### src/rtl/core/sm83alu_pkg.sv
// ----------------------------------------------------------------------------
// sm83alu_pkg
// Shared types and constants of the SM83 ALU and flag unit: operation codes,
// flag bit positions and the packed layouts of the stream beats.
// ----------------------------------------------------------------------------
`default_nettype none

package sm83alu_pkg;

    localparam int OP_W      = 4;
    localparam int BYTE_W    = 8;
    localparam int WORD_W    = 16;
    localparam int BIDX_W    = 3;
    localparam int FLAGS_W   = 4;

    localparam int IN_DATA_W  = 64;
    localparam int OUT_DATA_W = 32;

    // Flag bit positions in flags_in / flags_out
    localparam int FLAG_Z = 3;
    localparam int FLAG_N = 2;
    localparam int FLAG_H = 1;
    localparam int FLAG_C = 0;

    typedef enum logic [OP_W-1:0] {
        OP_ADD    = 4'd0,
        OP_ADC    = 4'd1,
        OP_AND    = 4'd2,
        OP_CP     = 4'd3,
        OP_CPL    = 4'd4,
        OP_CCF    = 4'd5,
        OP_DEC8   = 4'd6,
        OP_BIT    = 4'd7,
        OP_ADD_HL = 4'd8,
        OP_ADD_SP = 4'd9,
        OP_DEC16  = 4'd10,
        OP_NOP    = 4'd11
    } op_t;

    // Input beat, last field in the lowest bits
    typedef struct packed {
        logic [FLAGS_W-1:0] flags_in;
        logic [BIDX_W-1:0]  bit_index;
        logic [WORD_W-1:0]  word_b;
        logic [WORD_W-1:0]  word_a;
        logic [BYTE_W-1:0]  operand8;
        logic [BYTE_W-1:0]  acc;
        logic [OP_W-1:0]    op;
    } alu_in_t;

    // Result beat, last field in the lowest bits
    typedef struct packed {
        logic [FLAGS_W-1:0] flags_out;
        logic [WORD_W-1:0]  result16;
        logic [BYTE_W-1:0]  result8;
    } alu_out_t;

    localparam int IN_BITS  = $bits(alu_in_t);
    localparam int OUT_BITS = $bits(alu_out_t);

endpackage

`default_nettype wire

### src/rtl/core/sm83_alu_flags_unit.sv
// ----------------------------------------------------------------------------
// sm83_alu_flags_unit
// 8-bit and 16-bit ALU with Z/N/H/C flags of an SM83 style processor.
// ----------------------------------------------------------------------------
// The unit takes one operation beat per clock while the downstream side keeps
// m_axis_tready high, and returns exactly one result beat for it, in order.
// A beat lands in an input register, passes one short adder and flag network,
// and is caught in a result register. Under backpressure both registers fill
// and s_axis_tready drops; no beat is lost or repeated.
// Op codes 12 to 15 behave as NOP.
`default_nettype none

module sm83_alu_flags_unit
(
    input  wire logic                                clk,
    input  wire logic                                rst_n,

    input  wire logic                                s_axis_tvalid,
    output      logic                                s_axis_tready,
    // op[3:0], acc[11:4], operand8[19:12], word_a[35:20], word_b[51:36],
    // bit_index[54:52], flags_in[58:55], zero fill [63:59]
    input  wire logic [sm83alu_pkg::IN_DATA_W-1:0]   s_axis_tdata,

    output      logic                                m_axis_tvalid,
    input  wire logic                                m_axis_tready,
    // result8[7:0], result16[23:8], flags_out[27:24], zero fill [31:28]
    output      logic [sm83alu_pkg::OUT_DATA_W-1:0]  m_axis_tdata
);

    sm83alu_pkg::alu_in_t   in_reg;
    logic                   in_valid_reg;
    sm83alu_pkg::alu_out_t  out_reg;
    logic                   out_valid_reg;

    sm83alu_pkg::alu_out_t  alu_res;
    logic                   out_load;
    logic                   in_load;

    // ------------------------------------------------------------------
    // Handshake: the result register frees when empty or being taken
    // ------------------------------------------------------------------
    assign out_load      = in_valid_reg && (!out_valid_reg || m_axis_tready);
    assign s_axis_tready = !in_valid_reg || out_load;
    assign in_load       = s_axis_tvalid && s_axis_tready;

    always_ff @(posedge clk or negedge rst_n)
    begin
        if (!rst_n)
        begin
            in_valid_reg  <= 1'b0;
            out_valid_reg <= 1'b0;
        end
        else
        begin
            if (s_axis_tready)
                in_valid_reg <= s_axis_tvalid;
            if (!out_valid_reg || m_axis_tready)
                out_valid_reg <= in_valid_reg;
        end
    end

    always_ff @(posedge clk)
    begin
        if (in_load)
            in_reg <= sm83alu_pkg::alu_in_t'(s_axis_tdata[sm83alu_pkg::IN_BITS-1:0]);
        if (out_load)
            out_reg <= alu_res;
    end

    // ------------------------------------------------------------------
    // ALU and flag network
    // ------------------------------------------------------------------
    logic [8:0]  sum8;
    logic [4:0]  nib8;
    logic        cin;
    logic [7:0]  dec8;
    logic [16:0] sum16;
    logic [12:0] sum12;
    logic [15:0] sp_sum;
    logic [4:0]  sp_nib;
    logic [8:0]  sp_low;
    logic [3:0]  fi;

    always_comb
    begin
        fi  = in_reg.flags_in;
        cin = (sm83alu_pkg::op_t'(in_reg.op) == sm83alu_pkg::OP_ADC) && fi[sm83alu_pkg::FLAG_C];

        sum8   = {1'b0, in_reg.acc} + {1'b0, in_reg.operand8} + {8'd0, cin};
        nib8   = {1'b0, in_reg.acc[3:0]} + {1'b0, in_reg.operand8[3:0]} + {4'd0, cin};
        dec8   = in_reg.operand8 - 8'd1;
        sum16  = {1'b0, in_reg.word_a} + {1'b0, in_reg.word_b};
        sum12  = {1'b0, in_reg.word_a[11:0]} + {1'b0, in_reg.word_b[11:0]};
        sp_sum = in_reg.word_a + {{8{in_reg.operand8[7]}}, in_reg.operand8};
        sp_nib = {1'b0, in_reg.word_a[3:0]} + {1'b0, in_reg.operand8[3:0]};
        sp_low = {1'b0, in_reg.word_a[7:0]} + {1'b0, in_reg.operand8};

        alu_res.result8   = in_reg.acc;
        alu_res.result16  = in_reg.word_a;
        alu_res.flags_out = fi;

        case (sm83alu_pkg::op_t'(in_reg.op))
            sm83alu_pkg::OP_ADD, sm83alu_pkg::OP_ADC:
            begin
                alu_res.result8   = sum8[7:0];
                alu_res.flags_out = {sum8[7:0] == 8'd0, 1'b0, nib8[4], sum8[8]};
            end
            sm83alu_pkg::OP_AND:
            begin
                alu_res.result8   = in_reg.acc & in_reg.operand8;
                alu_res.flags_out = {(in_reg.acc & in_reg.operand8) == 8'd0,
                                     1'b0, 1'b1, 1'b0};
            end
            sm83alu_pkg::OP_CP:
            begin
                alu_res.flags_out = {in_reg.acc == in_reg.operand8, 1'b1,
                                     in_reg.acc[3:0] < in_reg.operand8[3:0],
                                     in_reg.acc < in_reg.operand8};
            end
            sm83alu_pkg::OP_CPL:
            begin
                alu_res.result8                        = ~in_reg.acc;
                alu_res.flags_out[sm83alu_pkg::FLAG_N] = 1'b1;
                alu_res.flags_out[sm83alu_pkg::FLAG_H] = 1'b1;
            end
            sm83alu_pkg::OP_CCF:
            begin
                alu_res.flags_out = {fi[sm83alu_pkg::FLAG_Z], 1'b0, 1'b0,
                                     !fi[sm83alu_pkg::FLAG_C]};
            end
            sm83alu_pkg::OP_DEC8:
            begin
                alu_res.result8   = dec8;
                alu_res.flags_out = {dec8 == 8'd0, 1'b1, dec8[3:0] == 4'hF,
                                     fi[sm83alu_pkg::FLAG_C]};
            end
            sm83alu_pkg::OP_BIT:
            begin
                alu_res.flags_out = {!in_reg.operand8[in_reg.bit_index], 1'b0, 1'b1,
                                     fi[sm83alu_pkg::FLAG_C]};
            end
            sm83alu_pkg::OP_ADD_HL:
            begin
                alu_res.result16  = sum16[15:0];
                alu_res.flags_out = {fi[sm83alu_pkg::FLAG_Z], 1'b0, sum12[12], sum16[16]};
            end
            sm83alu_pkg::OP_ADD_SP:
            begin
                // carries come from the unsigned low-byte add
                alu_res.result16  = sp_sum;
                alu_res.flags_out = {1'b0, 1'b0, sp_nib[4], sp_low[8]};
            end
            sm83alu_pkg::OP_DEC16:
            begin
                alu_res.result16 = in_reg.word_a - 16'd1;
            end
            default:
            begin
                // NOP and unused codes: pass everything through
            end
        endcase
    end

    assign m_axis_tvalid = out_valid_reg;
    assign m_axis_tdata  = {{(sm83alu_pkg::OUT_DATA_W-sm83alu_pkg::OUT_BITS){1'b0}}, out_reg};

    // ------------------------------------------------------------------
    // Assertions
    // ------------------------------------------------------------------
    a_in_hold: assert property (@(posedge clk) disable iff (!rst_n)
        in_valid_reg && !out_load |=> in_valid_reg)
        else $error("input register dropped a stalled beat");

    a_empty_ready: assert property (@(posedge clk) disable iff (!rst_n)
        !in_valid_reg |-> s_axis_tready)
        else $error("empty input register refused a beat");

    a_flow: assert property (@(posedge clk) disable iff (!rst_n)
        in_valid_reg && m_axis_tready |=> m_axis_tvalid)
        else $error("beat did not reach the result register");

    a_and_flags: assert property (@(posedge clk) disable iff (!rst_n)
        in_valid_reg && (in_reg.op == sm83alu_pkg::OP_AND) |->
            alu_res.flags_out[sm83alu_pkg::FLAG_H] && !alu_res.flags_out[sm83alu_pkg::FLAG_C])
        else $error("AND produced wrong H/C flags");

endmodule

`default_nettype wire

### config.mk
export PLATFORM = sky130hd
export DESIGN_NAME = sm83_alu_flags_unit
export DESIGN_NICKNAME = d
export VERILOG_FILES = /design/src/rtl/core/sm83alu_pkg.sv /design/src/rtl/core/sm83_alu_flags_unit.sv
export SDC_FILE = /design/constraint.sdc
export NUM_CORES = 1
export LEC_CHECK = 0
export BUFFER_PORTS_ARGS = -buffer_cell sky130_fd_sc_hd__buf_2
export CORE_AREA = 2 2 146 177
export CTS_CLUSTER_SIZE = 20
export DETAILED_ROUTE_END_ITERATION = 7
export DIE_AREA = 0 0 148 179
export GPL_ROUTABILITY_DRIVEN = 0
export SLEW_MARGIN = 15
export SYNTH_ARGS = -nofsm -noshare
export SYNTH_HDL_FRONTEND = slang
export SYNTH_SLANG_ARGS = --single-unit
### constraint.sdc
create_clock -name clk -period 2.9 [get_ports clk]
set_clock_uncertainty 0.05 [all_clocks]
set_input_delay 0.435 -clock clk [delete_from_list [all_inputs] [get_ports clk]]
set_output_delay 0.435 -clock clk [all_outputs]
set_load 0.05 [all_outputs]
==> summary.md <==
| Metric | Value |
|---|---|
| CP Max Fanout | 4 |
| Area Growth Syn to Fin | 34.5% |
| Critical-path cell list | nor4_2, buf_4, nand3_4, buf_4, nand2_1, ha_4, a21oi_4, nor2_2, a211oi_4, o211ai_2, a21oi_2, xnor2_1, a221o_1 |
| Ys flop type | edfxtp_1 |
| Final setup margin | -22.9 ps |
| Synth top area share | 0.426 |
| Max clock buf depth | 2 |
| Yosys reg bits | 89 |
| Max-slew violation count | 0 |
| Global-route wire length before repair | 27500 um |
| Final clock period utilization by the worst path | 1.01 |
| CTS tree | yes |
| Peak VDD IR | slightly below 0.3 mV |
| Synth warn | 0 |
| Relative slew slack | 0.574 |
| DP HPWL | between 10000 and 15000 um |
| Critical Path Most Common Cell | buf_4 |
| Reg-to-Reg End | m_axis_tdata[22] |
| Critical path arrival | between 2000 and 3000 ps |
| Global Route Usage Sum | 0.136 |
| Post-DRT Antenna Nets | 0 |
| Setup crit end kind | register |
| Hold path cells | 1 |
| Initial antenna violation count | 0 |
| Clock Latency Late Sink | about 350 ps |
| Synth top area cells | edfxtp_1 (43%), ha_1 (12%), o21ai_0 (3.6%), xnor2_1 (3.4%), a21oi_1 (3.3%) |
| Initial DRC count | between 300 and 400 |
| Tmin final | slightly below 3000 ps |
| Post-synth EDFFs | 87 |
| Hold Startpoint | s_axis_tdata[30] |
| Largest delay share family, worst path | compound AO/OA/AOI/OAI gates |
| RR Startpoint | in_reg[13] |
| CTS Sinks | between 80 and 90 |
| Register area | ~0.0027 mm2 |
| Die width | about 150 um |
| IO Port Bufs | ~90 |
| Top-level I/O count | 102 |
| Starting Density | 0.245 |
| Worst-Margin Slew | 636 ps |
| Hold Crit Class | input pin to register |
| Cells after synthesis | about 590 |
| Hold endpoint | in_reg[30] |
| Antenna diodes | 0 |
| WP buf/inv | 2 |
| Final hold violations | 0 |
| Routed len/inst | between 15 and 20 um |
| Die Ht | roughly 180 um |
| CP peak stage delay | 460 ps |
| P_leak | between 3 and 4 nW |
| Multi-input logic area | between 0.003 and 0.004 mm2 |
| Worst-path cell with the longest stage delay | edfxtp_1 |
| Asr flop ratio synth | 0.0225 |
| Vias per cell | 4.71 |
| Post-synthesis cell type count | 69 |
| Die ar. | 0.0265 mm2 |
| Final setup vio count | 2 |
| Outcome | finished, violations left |
| DRC | 0 |
| Syn_area_per_cell | approximately 10 um2 |
| Hold Slack | 200 ps |
| RSZ-0062 raised after global routing | true |
| Share of cells above drive strength 1 | 0.349 |
| Reg-to-reg slack, setup | -20 ps |
| Worst path required time | around 3000 ps |
| Core Rows | between 60 and 70 |
| Vias in the first global route | between 5000 and 6000 |
| Core area | about 0.025 mm2 |
| Final Net Count | 900 |
| Yosys top cell by area | edfxtp_1 |
| Commonest non-fill, non-tap cells in the layout | buf_2 (92), buf_4 (90), edfxtp_1 (87) |
| Pin count of the biggest net entering global routing | 60 |
| H-tree depth | 3 |
| Max reg flops | between 50 and 60 |
| Number of max-cap violations | 0 |
| CTS Buf Count | 9 |
| DRT Pass-1 Iters | 4 |
| Routed wire length | 17700 um |
| Failing checks | negative setup slack |
| Synthesized area | approximately 0.0061 mm2 |
| Crit path launch type | register |
| DR vias | approximately 5200 |
| Cell depth of the worst flop-to-flop path | 13 |
| CP Class | register to register |
| Clock Tree Root | clkbuf_16 |
| Achievable Freq | 342 MHz |
| Worst-path clk slew | ~60 ps |
| GRT overflow | 0 |
| Seq/Total Area, Yosys | 0.434 |
| PD cells | roughly 490 mW/mm2 |
| Filler cells | between 2000 and 3000 |
| Commonest non-fill, non-tap cell in the layout | buf_2 |
| Util after Layout | 0.330 |
## routing by layer
layer / vias up / wire (um) / track usage
met5: - / 0 / 0
met2: 129 / 9100 / 0.244
li1: 2583 / - / -
met3: 32 / 662 / 0.0244
met4: 0 / 410 / 0.0575
met1: 2448 / 7500 / 0.158
## report_power, final
part	switching (mW)	internal, mW	leakage, nW
sequential	0.0638	1.54	0.858
clock	0.509	0.579	0.131
combinational	0.759	0.557	2.40
total	1.33	2.67	3.38
## area by class of cell
type,count,share of cell area
well taps,330,0.0500
clock buffers,9,0.0273
clock inverters,7,0.00561
flip-flops and latches,89,0.323
multi-input cells,446,0.433
repair buffers,187,0.145
inverters,35,0.0159
## worst reg2reg max path: stages (launching register included)
cell and delay, ps:
edfxtp_1 460, nor4_2 270, buf_4 190, nand3_4 80, buf_4 160, nand2_1 90, ha_4 220, a21oi_4 160
nor2_2 70, a211oi_4 250, o211ai_2 140, a21oi_2 160, xnor2_1 80, a221o_1 290
## stage by stage
step	worst slack (ps)	power (mW)	area [um2]	std cells	TNS [ps]
floorplan	-138	2.42	6150	589	-138
global placement	-118	2.82	7580	1077	-383
detailed placement	-155	2.84	7580	1077	-756
CTS	-84.0	4.00	8060	1100	-180
global route	-188	4.21	8250	1103	-1080
finish	-22.9	4.00	8250	1103	-39.0
## worst max path at each step
stage               depth (start not counted)       start          endpoint  slack (ps)
global route                               13  in_reg[14]  m_axis_tdata[22]        -190
global placement                           13  in_reg[13]  m_axis_tdata[22]        -120
floorplan                                  12  in_reg[12]  m_axis_tdata[22]        -140
finish                                     13  in_reg[13]  m_axis_tdata[22]         -20
detailed placement                         13  in_reg[13]  m_axis_tdata[22]        -150
CTS                                        13  in_reg[14]  m_axis_tdata[22]         -80
## cells by family (layout without fill, tap and decap cells)
| logic type | Yosys count | in the layout | synth area share |
|---|---|---|---|
| AOI/OAI and AO/OA | 192 | 192 | 0.214 |
| xor gates and xnor gates | 36 | 36 | 0.0514 |
| adders and majority gates | 64 | 64 | 0.135 |
| buffers and inverters | 54 | 238 | 0.0365 |
| DFF | 89 | 89 | 0.434 |
| muxes | 5 | 5 | 0.0122 |
| other | 1 | 4 | 0.000611 |
| and+or+nand+nor | 145 | 145 | 0.116 |
## cells in the mapped netlist (all sizes together) (3+ instances only)
library cell  count
a211oi            9
a21o             13
a21oi            44
a221o             3
a221oi            8
a22oi             7
a31oi             5
and3              3
buf              11
clkbuf            8
edfxtp           87
fa                4
ha               60
inv              33
mux2i             3
nand2            41
nand2b           12
nand3            15
nand4             6
nor2             37
nor2b             4
nor3              9
nor3b             3
nor4              6
o211ai            7
o21a              6
o21ai            54
o21bai            8
o221ai            4
o31a              4
o31ai             4
xnor2            24
xor2             12
## repair_timing
action / 4_1_cts / 5_1_grt
pin swaps: 26 / 28
buffers inserted: 6 / 4
endpoints found under the hold margin: 2 / 0
hold buffers: 1 / 0
gates resized for setup: 32 / 36
endpoints found under the setup margin: 11 / 15
Note: power is estimated with default switching activity, not from simulation.
